### src/design/srr_pkg.sv
// Package: shared types and constants of the selective repeat receiver.
package srr_pkg;

  localparam int WINDOW_MAX_DEF    = 16;
  localparam int PAYLOAD_BYTES_DEF = 1024;
  localparam int SEQ_WIDTH_DEF     = 16;

  localparam logic [4:0]  WINDOW_RESET  = 5'd16;
  localparam logic [15:0] TIMEOUT_RESET = 16'd1000;
  localparam logic [7:0]  MAXTO_RESET   = 8'd10;

  localparam logic [1:0] ACT_PACKET  = 2'd0;
  localparam logic [1:0] ACT_TICK    = 2'd1;
  localparam logic [1:0] ACT_RESTART = 2'd2;

  localparam logic [1:0] REG_WINDOW  = 2'd0;
  localparam logic [1:0] REG_TIMEOUT = 2'd1;
  localparam logic [1:0] REG_MAXTO   = 2'd2;

  typedef enum logic [2:0] {
    ST_IDLE,
    ST_SCAN,
    ST_REMOVE,
    ST_FINISH,
    ST_OUT
  } state_t;

  typedef struct packed {
    logic load;
    logic restart;
    logic packet;
    logic tick;
    logic scan_start;
    logic scan_step;
    logic remove;
    logic finish;
    logic out_load;
  } cmd_t;

  typedef struct packed {
    logic is_packet;
    logic is_tick;
    logic is_restart;
    logic need_drain;
    logic scan_last;
    logic drain_go;
  } sts_t;

endpackage

### src/design/selective_repeat_receiver.sv
// Top level: selective repeat receiver with configuration registers.
// Ticks, restarts and ignored actions go from decode straight to the result register;
// a packet passes a finish step, preceded by a scan of the stored early entries and a
// remove step for each early entry that is drained.
// Throughput: one transaction at a time; the result register lets the next one start.
// Synchronous reset clears control state and loads the register reset values.
module selective_repeat_receiver #(
  parameter int WINDOW_MAX    = srr_pkg::WINDOW_MAX_DEF,
  parameter int PAYLOAD_BYTES = srr_pkg::PAYLOAD_BYTES_DEF,
  parameter int SEQ_WIDTH     = srr_pkg::SEQ_WIDTH_DEF
) (
  input  logic        clk,
  input  logic        rst,
  input  logic        in_valid,
  output logic        in_stall,
  input  logic [1:0]  action,
  input  logic [15:0] seq_num,
  input  logic [31:0] file_size,
  output logic        out_valid,
  input  logic        out_stall,
  output logic        ack_valid,
  output logic [15:0] ack_seq,
  output logic [4:0]  window_remaining,
  output logic        store_payload,
  output logic        transfer_done,
  output logic        connection_lost,
  input  logic        cfg_valid,
  output logic        cfg_ready,
  input  logic [1:0]  cfg_index,
  input  logic [15:0] cfg_data
);

  srr_pkg::cmd_t cmd;
  srr_pkg::sts_t sts;
  logic [4:0]  window_size;
  logic [15:0] timeout_ticks;
  logic [7:0]  max_timeouts;
  logic        out_full;

  assign cfg_ready = 1'b1;
  assign out_valid = out_full;

  always_ff @(posedge clk) begin
    if (rst) begin
      window_size   <= srr_pkg::WINDOW_RESET;
      timeout_ticks <= srr_pkg::TIMEOUT_RESET;
      max_timeouts  <= srr_pkg::MAXTO_RESET;
    end else if (cfg_valid && cfg_ready) begin
      case (cfg_index)
        srr_pkg::REG_WINDOW:  window_size   <= cfg_data[4:0];
        srr_pkg::REG_TIMEOUT: timeout_ticks <= cfg_data;
        srr_pkg::REG_MAXTO:   max_timeouts  <= cfg_data[7:0];
        default: ;
      endcase
    end
  end

  srr_ctrl u_ctrl (
    .clk      (clk),
    .rst      (rst),
    .in_valid (in_valid),
    .in_stall (in_stall),
    .out_full (out_full),
    .sts      (sts),
    .cmd      (cmd)
  );

  srr_dp #(
    .WINDOW_MAX    (WINDOW_MAX),
    .PAYLOAD_BYTES (PAYLOAD_BYTES),
    .SEQ_WIDTH     (SEQ_WIDTH)
  ) u_dp (
    .clk              (clk),
    .rst              (rst),
    .cmd              (cmd),
    .sts              (sts),
    .action           (action),
    .seq_num          (seq_num),
    .file_size        (file_size),
    .window_size      (window_size),
    .timeout_ticks    (timeout_ticks),
    .max_timeouts     (max_timeouts),
    .out_stall        (out_stall),
    .out_full         (out_full),
    .ack_valid        (ack_valid),
    .ack_seq          (ack_seq),
    .window_remaining (window_remaining),
    .store_payload    (store_payload),
    .transfer_done    (transfer_done),
    .connection_lost  (connection_lost)
  );

endmodule

### src/design/srr_ctrl.sv
// Controller: sequences one transaction through scan and drain steps.
module srr_ctrl (
  input  logic            clk,
  input  logic            rst,
  input  logic            in_valid,
  output logic            in_stall,
  input  logic            out_full,
  input  srr_pkg::sts_t   sts,
  output srr_pkg::cmd_t   cmd
);

  srr_pkg::state_t state, state_next;

  always_ff @(posedge clk) begin
    if (rst) begin
      state <= srr_pkg::ST_IDLE;
    end else begin
      state <= state_next;
    end
  end

  always_comb begin
    state_next = state;
    cmd        = '0;
    in_stall   = 1'b1;
    case (state)
      srr_pkg::ST_IDLE: begin
        in_stall = 1'b0;
        if (in_valid) begin
          cmd.load   = 1'b1;
          state_next = srr_pkg::ST_FINISH;
        end
      end
      srr_pkg::ST_FINISH: begin
        if (sts.is_restart) begin
          cmd.restart = 1'b1;
          state_next  = srr_pkg::ST_OUT;
        end else if (sts.is_tick) begin
          cmd.tick   = 1'b1;
          state_next = srr_pkg::ST_OUT;
        end else if (sts.is_packet) begin
          cmd.packet = 1'b1;
          if (sts.need_drain) begin
            cmd.scan_start = 1'b1;
            state_next     = srr_pkg::ST_SCAN;
          end else begin
            state_next = srr_pkg::ST_REMOVE;
          end
        end else begin
          state_next = srr_pkg::ST_OUT;
        end
      end
      srr_pkg::ST_SCAN: begin
        cmd.scan_step = 1'b1;
        if (sts.scan_last) begin
          state_next = srr_pkg::ST_REMOVE;
        end
      end
      srr_pkg::ST_REMOVE: begin
        if (sts.drain_go) begin
          cmd.remove     = 1'b1;
          cmd.scan_start = 1'b1;
          state_next     = srr_pkg::ST_SCAN;
        end else begin
          cmd.finish = 1'b1;
          state_next = srr_pkg::ST_OUT;
        end
      end
      srr_pkg::ST_OUT: begin
        if (!out_full) begin
          cmd.out_load = 1'b1;
          state_next   = srr_pkg::ST_IDLE;
        end
      end
      default: state_next = srr_pkg::ST_IDLE;
    endcase
  end

endmodule

### src/design/srr_dp.sv
// Datapath: receiver state, early store, minimum search and result register.
module srr_dp #(
  parameter int WINDOW_MAX    = srr_pkg::WINDOW_MAX_DEF,
  parameter int PAYLOAD_BYTES = srr_pkg::PAYLOAD_BYTES_DEF,
  parameter int SEQ_WIDTH     = srr_pkg::SEQ_WIDTH_DEF
) (
  input  logic                 clk,
  input  logic                 rst,
  input  srr_pkg::cmd_t        cmd,
  output srr_pkg::sts_t        sts,
  input  logic [1:0]           action,
  input  logic [15:0]          seq_num,
  input  logic [31:0]          file_size,
  input  logic [4:0]           window_size,
  input  logic [15:0]          timeout_ticks,
  input  logic [7:0]           max_timeouts,
  input  logic                 out_stall,
  output logic                 out_full,
  output logic                 ack_valid,
  output logic [15:0]          ack_seq,
  output logic [4:0]           window_remaining,
  output logic                 store_payload,
  output logic                 transfer_done,
  output logic                 connection_lost
);

  localparam int IW   = (WINDOW_MAX > 1) ? $clog2(WINDOW_MAX) : 1;
  localparam int CW   = $clog2(WINDOW_MAX + 1);
  localparam int PW   = (PAYLOAD_BYTES > 1) ? $clog2(PAYLOAD_BYTES) : 1;
  localparam int MW   = SEQ_WIDTH + PW + 1;
  localparam int CMPW = (MW > 32) ? MW : 32;

  logic [SEQ_WIDTH-1:0] early_seqs [WINDOW_MAX];
  logic [SEQ_WIDTH-1:0] expected_seq;
  logic [CW-1:0]        early_count;
  logic [15:0]          elapsed_ticks;
  logic [7:0]           timeout_count;
  logic                 restart_pending;
  logic                 finished;

  logic [1:0]           act_r;
  logic [SEQ_WIDTH-1:0] seq_r;
  logic [31:0]          fsize_r;

  logic [CW-1:0]        scan_idx;
  logic [IW-1:0]        min_idx;
  logic [SEQ_WIDTH-1:0] min_val;

  logic                 r_ack, r_store, r_done, r_lost;
  logic [15:0]          r_seq;
  logic [4:0]           r_room;

  logic [CW-1:0]        eff_w;
  logic [CW-1:0]        room;
  logic [SEQ_WIDTH-1:0] exp_inc;
  logic [SEQ_WIDTH-1:0] cur_val;
  logic [MW-1:0]        prod;
  logic [15:0]          ela_inc;

  always_comb begin
    if ({{(CW > 5 ? CW - 5 : 0){1'b0}}, window_size} < (CW > 5 ? CW : 5)'(WINDOW_MAX)) begin
      eff_w = CW'(window_size);
    end else begin
      eff_w = CW'(WINDOW_MAX);
    end
    room    = (early_count < eff_w) ? eff_w - early_count : '0;
    exp_inc = expected_seq + 1'b1;
    cur_val = early_seqs[scan_idx[IW-1:0]];
    prod    = MW'(expected_seq) * MW'(PAYLOAD_BYTES);
    ela_inc = (elapsed_ticks != 16'hFFFF) ? elapsed_ticks + 16'd1 : elapsed_ticks;
  end

  assign sts.is_packet  = (act_r == srr_pkg::ACT_PACKET) && !finished;
  assign sts.is_tick    = (act_r == srr_pkg::ACT_TICK) && !finished;
  assign sts.is_restart = (act_r == srr_pkg::ACT_RESTART);
  assign sts.need_drain = (seq_r == expected_seq) && (early_count != '0);
  assign sts.scan_last  = (scan_idx + 1'b1 >= early_count);
  assign sts.drain_go   = r_ack && (early_count != '0) && (min_val <= expected_seq);

  always_ff @(posedge clk) begin
    if (cmd.load) begin
      act_r   <= action;
      seq_r   <= SEQ_WIDTH'(seq_num);
      fsize_r <= file_size;
    end
    if (cmd.scan_start) begin
      scan_idx <= '0;
      min_idx  <= '0;
      min_val  <= '1;
    end else if (cmd.scan_step) begin
      if (scan_idx < early_count && cur_val < min_val) begin
        min_idx <= scan_idx[IW-1:0];
        min_val <= cur_val;
      end
      scan_idx <= scan_idx + 1'b1;
    end
    if (cmd.packet && !(seq_r == expected_seq) && seq_r > expected_seq
        && early_count < eff_w) begin
      early_seqs[early_count[IW-1:0]] <= seq_r;
    end
    if (cmd.remove) begin
      early_seqs[min_idx] <= early_seqs[IW'(early_count - 1'b1)];
    end
  end

  always_ff @(posedge clk) begin
    if (rst) begin
      expected_seq    <= '0;
      early_count     <= '0;
      elapsed_ticks   <= '0;
      timeout_count   <= '0;
      restart_pending <= 1'b0;
      finished        <= 1'b0;
      r_ack <= 1'b0; r_store <= 1'b0; r_done <= 1'b0; r_lost <= 1'b0;
      r_seq <= '0; r_room <= '0;
      out_full <= 1'b0;
      ack_valid <= 1'b0; ack_seq <= '0; window_remaining <= '0;
      store_payload <= 1'b0; transfer_done <= 1'b0; connection_lost <= 1'b0;
    end else begin
      if (cmd.load) begin
        r_ack <= 1'b0; r_store <= 1'b0; r_done <= 1'b0; r_lost <= 1'b0;
        r_seq <= '0; r_room <= '0;
      end
      if (cmd.restart) begin
        expected_seq    <= '0;
        early_count     <= '0;
        elapsed_ticks   <= '0;
        timeout_count   <= '0;
        restart_pending <= 1'b0;
        finished        <= 1'b0;
      end
      if (cmd.packet) begin
        if (seq_r == expected_seq) begin
          restart_pending <= 1'b1;
          r_store         <= 1'b1;
          r_ack           <= 1'b1;
          r_room          <= 5'(room);
          expected_seq    <= exp_inc;
        end else if (seq_r > expected_seq && early_count < eff_w) begin
          early_count <= early_count + 1'b1;
          r_store     <= 1'b1;
        end
      end
      if (cmd.remove) begin
        if (min_val == expected_seq) begin
          expected_seq <= exp_inc;
        end
        early_count <= early_count - 1'b1;
      end
      if (cmd.finish) begin
        r_seq <= 16'(expected_seq);
        if (CMPW'(prod) >= CMPW'(fsize_r)) begin
          r_done       <= 1'b1;
          finished     <= 1'b1;
          expected_seq <= '0;
        end
      end
      if (cmd.tick) begin
        if (ela_inc >= timeout_ticks) begin
          if (expected_seq != '0) begin
            r_ack  <= 1'b1;
            r_seq  <= 16'(expected_seq);
            r_room <= 5'(room);
          end
          elapsed_ticks <= '0;
          if (timeout_count != 8'hFF) begin
            timeout_count <= timeout_count + 8'd1;
          end
          if (((timeout_count != 8'hFF) ? timeout_count + 8'd1 : timeout_count)
              >= max_timeouts) begin
            r_lost   <= 1'b1;
            finished <= 1'b1;
          end
        end else if (restart_pending) begin
          elapsed_ticks   <= '0;
          timeout_count   <= '0;
          restart_pending <= 1'b0;
          if (8'd0 >= max_timeouts) begin
            r_lost   <= 1'b1;
            finished <= 1'b1;
          end
        end else begin
          elapsed_ticks <= ela_inc;
          if (timeout_count >= max_timeouts) begin
            r_lost   <= 1'b1;
            finished <= 1'b1;
          end
        end
      end
      if (cmd.out_load) begin
        out_full         <= 1'b1;
        ack_valid        <= r_ack;
        ack_seq          <= r_ack ? r_seq : 16'd0;
        window_remaining <= r_ack ? r_room : 5'd0;
        store_payload    <= r_store;
        transfer_done    <= r_done;
        connection_lost  <= r_lost;
      end else if (out_full && !out_stall) begin
        out_full <= 1'b0;
      end
    end
  end

endmodule

### config.mk
export PLATFORM = sky130hd
export DESIGN_NAME = selective_repeat_receiver
export DESIGN_NICKNAME = d
export VERILOG_FILES = /design/src/design/srr_pkg.sv /design/src/design/selective_repeat_receiver.sv /design/src/design/srr_ctrl.sv /design/src/design/srr_dp.sv
export SDC_FILE = /design/constraint.sdc
export NUM_CORES = 1
export LEC_CHECK = 0
export ABC_AREA = 0
export BUFFER_PORTS_ARGS = -buffer_cell sky130_fd_sc_hd__buf_4
export CORE_MARGIN = 1.5
export CORE_UTILIZATION = 55
export CTS_CLUSTER_DIAMETER = 100
export DETAILED_ROUTE_END_ITERATION = 8
export PLACE_DENSITY = 0.72
export RECOVER_POWER = 25
export SLEW_MARGIN = 0
export SYNTH_ARGS = -nofsm -noshare
export SYNTH_HDL_FRONTEND = slang
export SYNTH_SLANG_ARGS = --single-unit
### constraint.sdc
create_clock -name clk -period 6.15 [get_ports clk]
set_input_delay 0.9225 -clock clk [delete_from_list [all_inputs] [get_ports clk]]
set_output_delay 0.9225 -clock clk [all_outputs]
set_load 0.005 [all_outputs]
[Word level (Yosys, flattened, before mapping)]
Memory sizes are Yosys's and may differ from the RTL's. A register that Yosys moved wholly into a read port is not among the register bits.
Cells that the tools add are included.
Word-level totals
  RAM bits: 256
  memories: 1
  register bits: 205
  input port bits: 73
  output and inout port bits: 28
  word-level logic and storage cells: 203
Cells by class
  add/subtract/negate cells: 7
  mux-type cells: 112
  reduce and logical (&&, ||, !) cells: 27
  equality and inequality tests: 15
  magnitude comparators: 12
Memories
  u_dp.early_seqs: depth 16, bits a word 16, read ports 2, clocked after memory_dff 1, write ports 1, line srr_dp.sv:33  | logic [SEQ_WIDTH-1:0] early_seqs [WINDOW_MAX];
Operators with widths (count)
  2-to-1 mux 16 bit: 19
  2-to-1 mux 5 bit: 14
  2-to-1 mux 1 bit: 57
  2-to-1 mux 8 bit: 6
  adder 16 x 1 -> 16 bit, second input constant: 2
  == test 16 bit: 2
  >= comparator 26 x 32 -> 1 bit: 1
  2-to-1 mux 3 bit: 9
  >= comparator 16 bit: 1
  >= comparator 8 bit: 2
  > comparator 16 bit: 1
  <= comparator 16 bit: 1
  less-than comparator 16 bit: 1
  inequality test 16 bit, second input constant: 1
  nonzero test 16 bit: 1
  OR reduction 16 bit: 1
  case mux 3 bit (5 select lines): 1
  2-to-1 mux 4 bit: 3
  logical AND 1 bit: 11
  adder 5 x 1 -> 5 bit, second input constant: 2
  less-than comparator 5 bit: 2
  adder 8 x 1 -> 8 bit, second input constant: 1
  >= comparator 1 x 8 -> 1 bit, first input constant: 1
  inequality test 8 bit, second input constant: 1
  other kinds (19): 32

[Logic depth before layout (Yosys ltp)]
  depth in word-level cells: 14
  depth in mapped cells: 17
  mapped depth without buffers: 14

[Modules after synthesis]
Synthesis repeated with hierarchy kept, for this count alone.
Second synthesis, totals
  cells, all modules: 2121
  area, all modules: 26998.4 µm²
By module, submodules not included
  srr_dp: cells an instance 1963, seq. area each 11731.3 µm², area an instance 25469.4 µm², times used 1
  selective_repeat_receiver: cells an instance 124, seq. area each 580.6 µm², area an instance 1251.2 µm², times used 1
  srr_ctrl: cells an instance 34, seq. area each 60.1 µm², area an instance 277.8 µm², times used 1

[Least setup slack after synthesis]
No wires, ideal clock.
  path kind: register to register
  from: register u_dp.early_count[0]
  to: memory u_dp.early_seqs[6][0] in the netlist's numbering (enable)
  period minus slack after synthesis: 4.244 ns
  arrival: 3.827 ns
  cell stages (with the launch flop): 11
  required time: 5.733 ns
  slack: 1.906 ns
  path buffers: 4
  path through: dfxtp_1 buf_2 buf_1 clkbuf_1 inv_1 ha_1 nor4b_4 nor3_2 buf_2 nand2_1 a221oi_1
Between the ends
  word-level cells in the longest chain between the ends: 9
  elaborated cells on any way between the ends: 14
  classes of those cells: 1 x order compare; 8 x mux; 5 x reduce/logical
RTL lines
  start, declared: line srr_dp.sv:35  | logic [CW-1:0] early_count;
  start signal, assigned: line srr_dp.sv:140  | early_count <= early_count + 1'b1;
  start signal, assigned: line srr_dp.sv:148  | early_count <= early_count - 1'b1;
  nonzero test 5 bit: line srr_dp.sv:78  | assign sts.drain_go = r_ack && (early_count != '0) && (min_val <= expected_seq);
  logical AND 1 bit (2 in series): line srr_dp.sv:78
  2-to-1 mux 1 bit: line srr_ctrl.sv:60  | if (sts.drain_go) begin
  2-to-1 mux 2 bit: line srr_ctrl.sv:26  | case (state)
  2-to-1 mux 1 bit: line srr_dp.sv:101  | if (cmd.remove) begin
  2-to-1 mux 1 bit (implied by the code): line srr_dp.sv:102  | early_seqs[min_idx] <= early_seqs[IW'(early_count - 1'b1)];
  OR reduction 16 bit (no line)
  2-to-1 mux 4 bit (no line) / 2-to-1 mux 1 bit (equally long branches)
  end, declared: line srr_dp.sv:33
Several ways; a longest one is shown, not always the timed one.

[Worst setup path after layout]
  from: register u_dp.early_count[3]
  to: memory u_dp.early_seqs[5][6] in the netlist's numbering (enable)
The elaborated chain is that of the path after synthesis.

==> results by group <==
Floorplanning
  – Die area: 43700 sq um
  – Boundary pin count: 101
  – Core area: 41950 sq um
  – Initial Utilization: 0.5567
  – Die X: 209.1 um
  – Chip Height: 209.1 um
  – Std cell rows: 75

Drt
  – Drt via density: 6.470
  – Drt initial violations: 1638
  – Via count: 15840
  – DRC: 0
  – Post-route ant nets: 0
  – Final wirelength: 58.34 mm
  – Drt pass-1 iters: 5
  – Wire per inst: 23.83 um

Clocking
  – Clock Sink Count: 465
  – CTS Buffer Depth: 3
  – CTS Hold Bufs: 0
  – CTS root buf: clkbuf_16
  – Post-CTS sizing: 0
  – Inserted Clock Buffers: 49
  – Skew-Pair Late Insertion Delay: 600 ps
  – Clock slew at reported path FFs: 70 ps
  – Setup Buffers After CTS: 0
  – H-tree depth: 2
  – CTS tree: done

Power
  – Power Dens Cells: 338.0 nW/um^2
  – Max IR drop VDD: 0.0003208 V
  – Leakage power figure: 0.009350 uW

STA
  – Final Setup Violations: 0
  – Fin crit period: 4935 ps
  – Relative slew slack: -1.252
  – Final period utilization: 0.8024
  – PnR worst setup slack: 1215 ps
  – RSZ-0062 raised after global routing: no
  – Worst Skew: 22.81 ps
  – FMAX: 202.6 MHz
  – Tightest Pin Transition: 3378 ps
  – Slew Viols, Final: 68
  – Final hold violations: 0
  – Post-route setup TNS: 0 ps

Logic synthesis
  – Ranking of synthesized cells by area: edfxtp_1 (39%), mux4_2 (15%), dfxtp_1 (14%), ha_1 (6.3%), nand2_1 (2.5%)
  – Top-count cell post-synth: edfxtp_1
  – Syn Inst Count: 1781
  – Synth area leader: edfxtp_1
  – Number of synthesized flops with an enable pin: 306
  – Top-area cell type share of the netlist area: 0.3935
  – Cell variety after synth: 80
  – Post-synth ARST share: 0
  – Top FF cell, synth: edfxtp_1
  – Synth Warn #: 0
  – Syn Nets: 1972
  – Post-synthesis sequential element count: 465
  – Mapped Area: 23350 sq um
  – Seq/Total Area, Yosys: 0.5298
  – List of most frequent post-synthesis cells: edfxtp_1 (306), dfxtp_1 (159), mux4_2 (159)
  – Avg Inst Size Synth: 13.11 sq um

Min path
  – Worst Hold Class: flop to flop

Place
  – Post-DP HPWL: 37.56 mm
  – Placed instance area: 24850 sq um
  – IO buf count: 99
  – Gpl congestion: 0.8803
  – Post-Place Setup Slack: 1421 ps

Finish
  – Layout net count: 2057
  – Layout Area Growth over Synthesis: 13.37%
  – Layout cells sized above 1: 0.2229
  – Final core occ: 0.6311
  – Fillcell total: 3078
  – Final instance area: 26470 sq um

GRT
  – Largest net degree at the start of global routing: 83
  – Global-route wire length before repair: 90.77 mm
  – Total GRT Usage: 0.2719
  – Gr ovfl total: 0
  – Number of global-route vias before repair: 15730
  – Antenna violations before repair: 2

Status
  – Failing checks: max-capacitance violations, max-slew violations
  – Outcome: complete, but fails checks

Run
  – MaxCap Viol Count: 1

Setup path
  – Req. time, crit path: 6440 ps
  – CP startpoint kind: flop
  – Max Fanout on Critical Path: 16
  – Crit path DAT: 5230 ps
  – Worst Setup End Kind: flop
  – Crit Path Class: flop to flop
## metal layers
layer  part of all wire  track usage
met4              0.047       0.1282
met3              0.085      0.05380
met2               0.47       0.4341
met5                  0            0
met1               0.40       0.3603
## worst max-delay path, cell delays in order (launching register included)
cell	delay [ps]
dfxtp_1	660
clkinv_1	520
ha_1	530
o21a_1	150
o31a_1	140
nor3_1	100
a211oi_2	200
clkbuf_1	570
nand3_1	370
a21boi_0	310
a21oi_2	720
buf_4	350
## cell families after synthesis
family	Yosys count	share of synthesized area
other	1	0.0001606
adders and majority gates	118	0.06355
AOI/OAI and AO/OA	267	0.07652
DFF	465	0.5298
xor gates and xnor gates	27	0.01013
muxes	218	0.1802
and+or+nand+nor	500	0.1076
buffers and inverters	185	0.03199
## where the power goes
part / total [uW] / internal, uW / switching, uW / leakage [uW]
Combinational: 2120 / 1000 / 1120 / 0.00447
Sequential: 3810 / 3540 / 268 / 0.00407
Clock: 3010 / 1760 / 1260 / 0.000816
## final timing paths
check,from,end,slack [ps],depth (start not counted)
worst max-delay path,u_dp.early_count[3],u_dp.early_seqs[5][6],1220,11
worst min-delay path,u_dp.ack_seq[5],u_dp.ack_seq[5],450,2
worst max register to register,u_dp.early_count[3],u_dp.early_seqs[5][6],1220,11
worst min register to register,u_dp.ack_seq[5],u_dp.ack_seq[5],450,2
## placed cells by master, fill, tap and decap left out, types with 73 or more instances in the layout
cell type / n
edfxtp_1: 306
mux4_2: 159
dfxtp_1: 156
nand2_1: 154
ha_1: 116
a21oi_1: 99
inv_1: 87
nand3_1: 85
nor2_1: 83
clkbuf_4: 73
## flip-flops by register name (all words and copies together), names as in the netlist, 8 cells and up, named ones only
signal and flops:
u_dp.expected_seq 16, u_dp.elapsed_ticks 16, u_dp.min_val 16, timeout_ticks 16, u_dp.r_seq 16, u_dp.early_seqs 256
u_dp.ack_seq 16, u_dp.seq_r 16, u_dp.timeout_count 8, u_dp.fsize_r 32, max_timeouts 8
## layout make-up
cell class	count	area, sq um	area share
tap	539	674.4	0.02547
antenna	2	5.005	0.0001891
clock inverter	29	292.8	0.01106
timing repair buffer	130	967.2	0.03653
sequential	465	12380	0.4677
multi-input combinational	1131	10450	0.3947
inverter	89	334.1	0.01262
clock buffer	63	1370	0.05175
## through the flow
step | hold WS, ps | power (uW) | instances
global placement | 443.7 | 5861 | 2354
detailed placement | 448.2 | 5964 | 2354
finish | 449.9 | 8948 | 2448
CTS | 454.8 | 8981 | 2446
floorplan | 432.1 | 5319 | 1781
global route | 474.4 | 9304 | 2446
No activity file was read; power rests on OpenSTA's default activity.
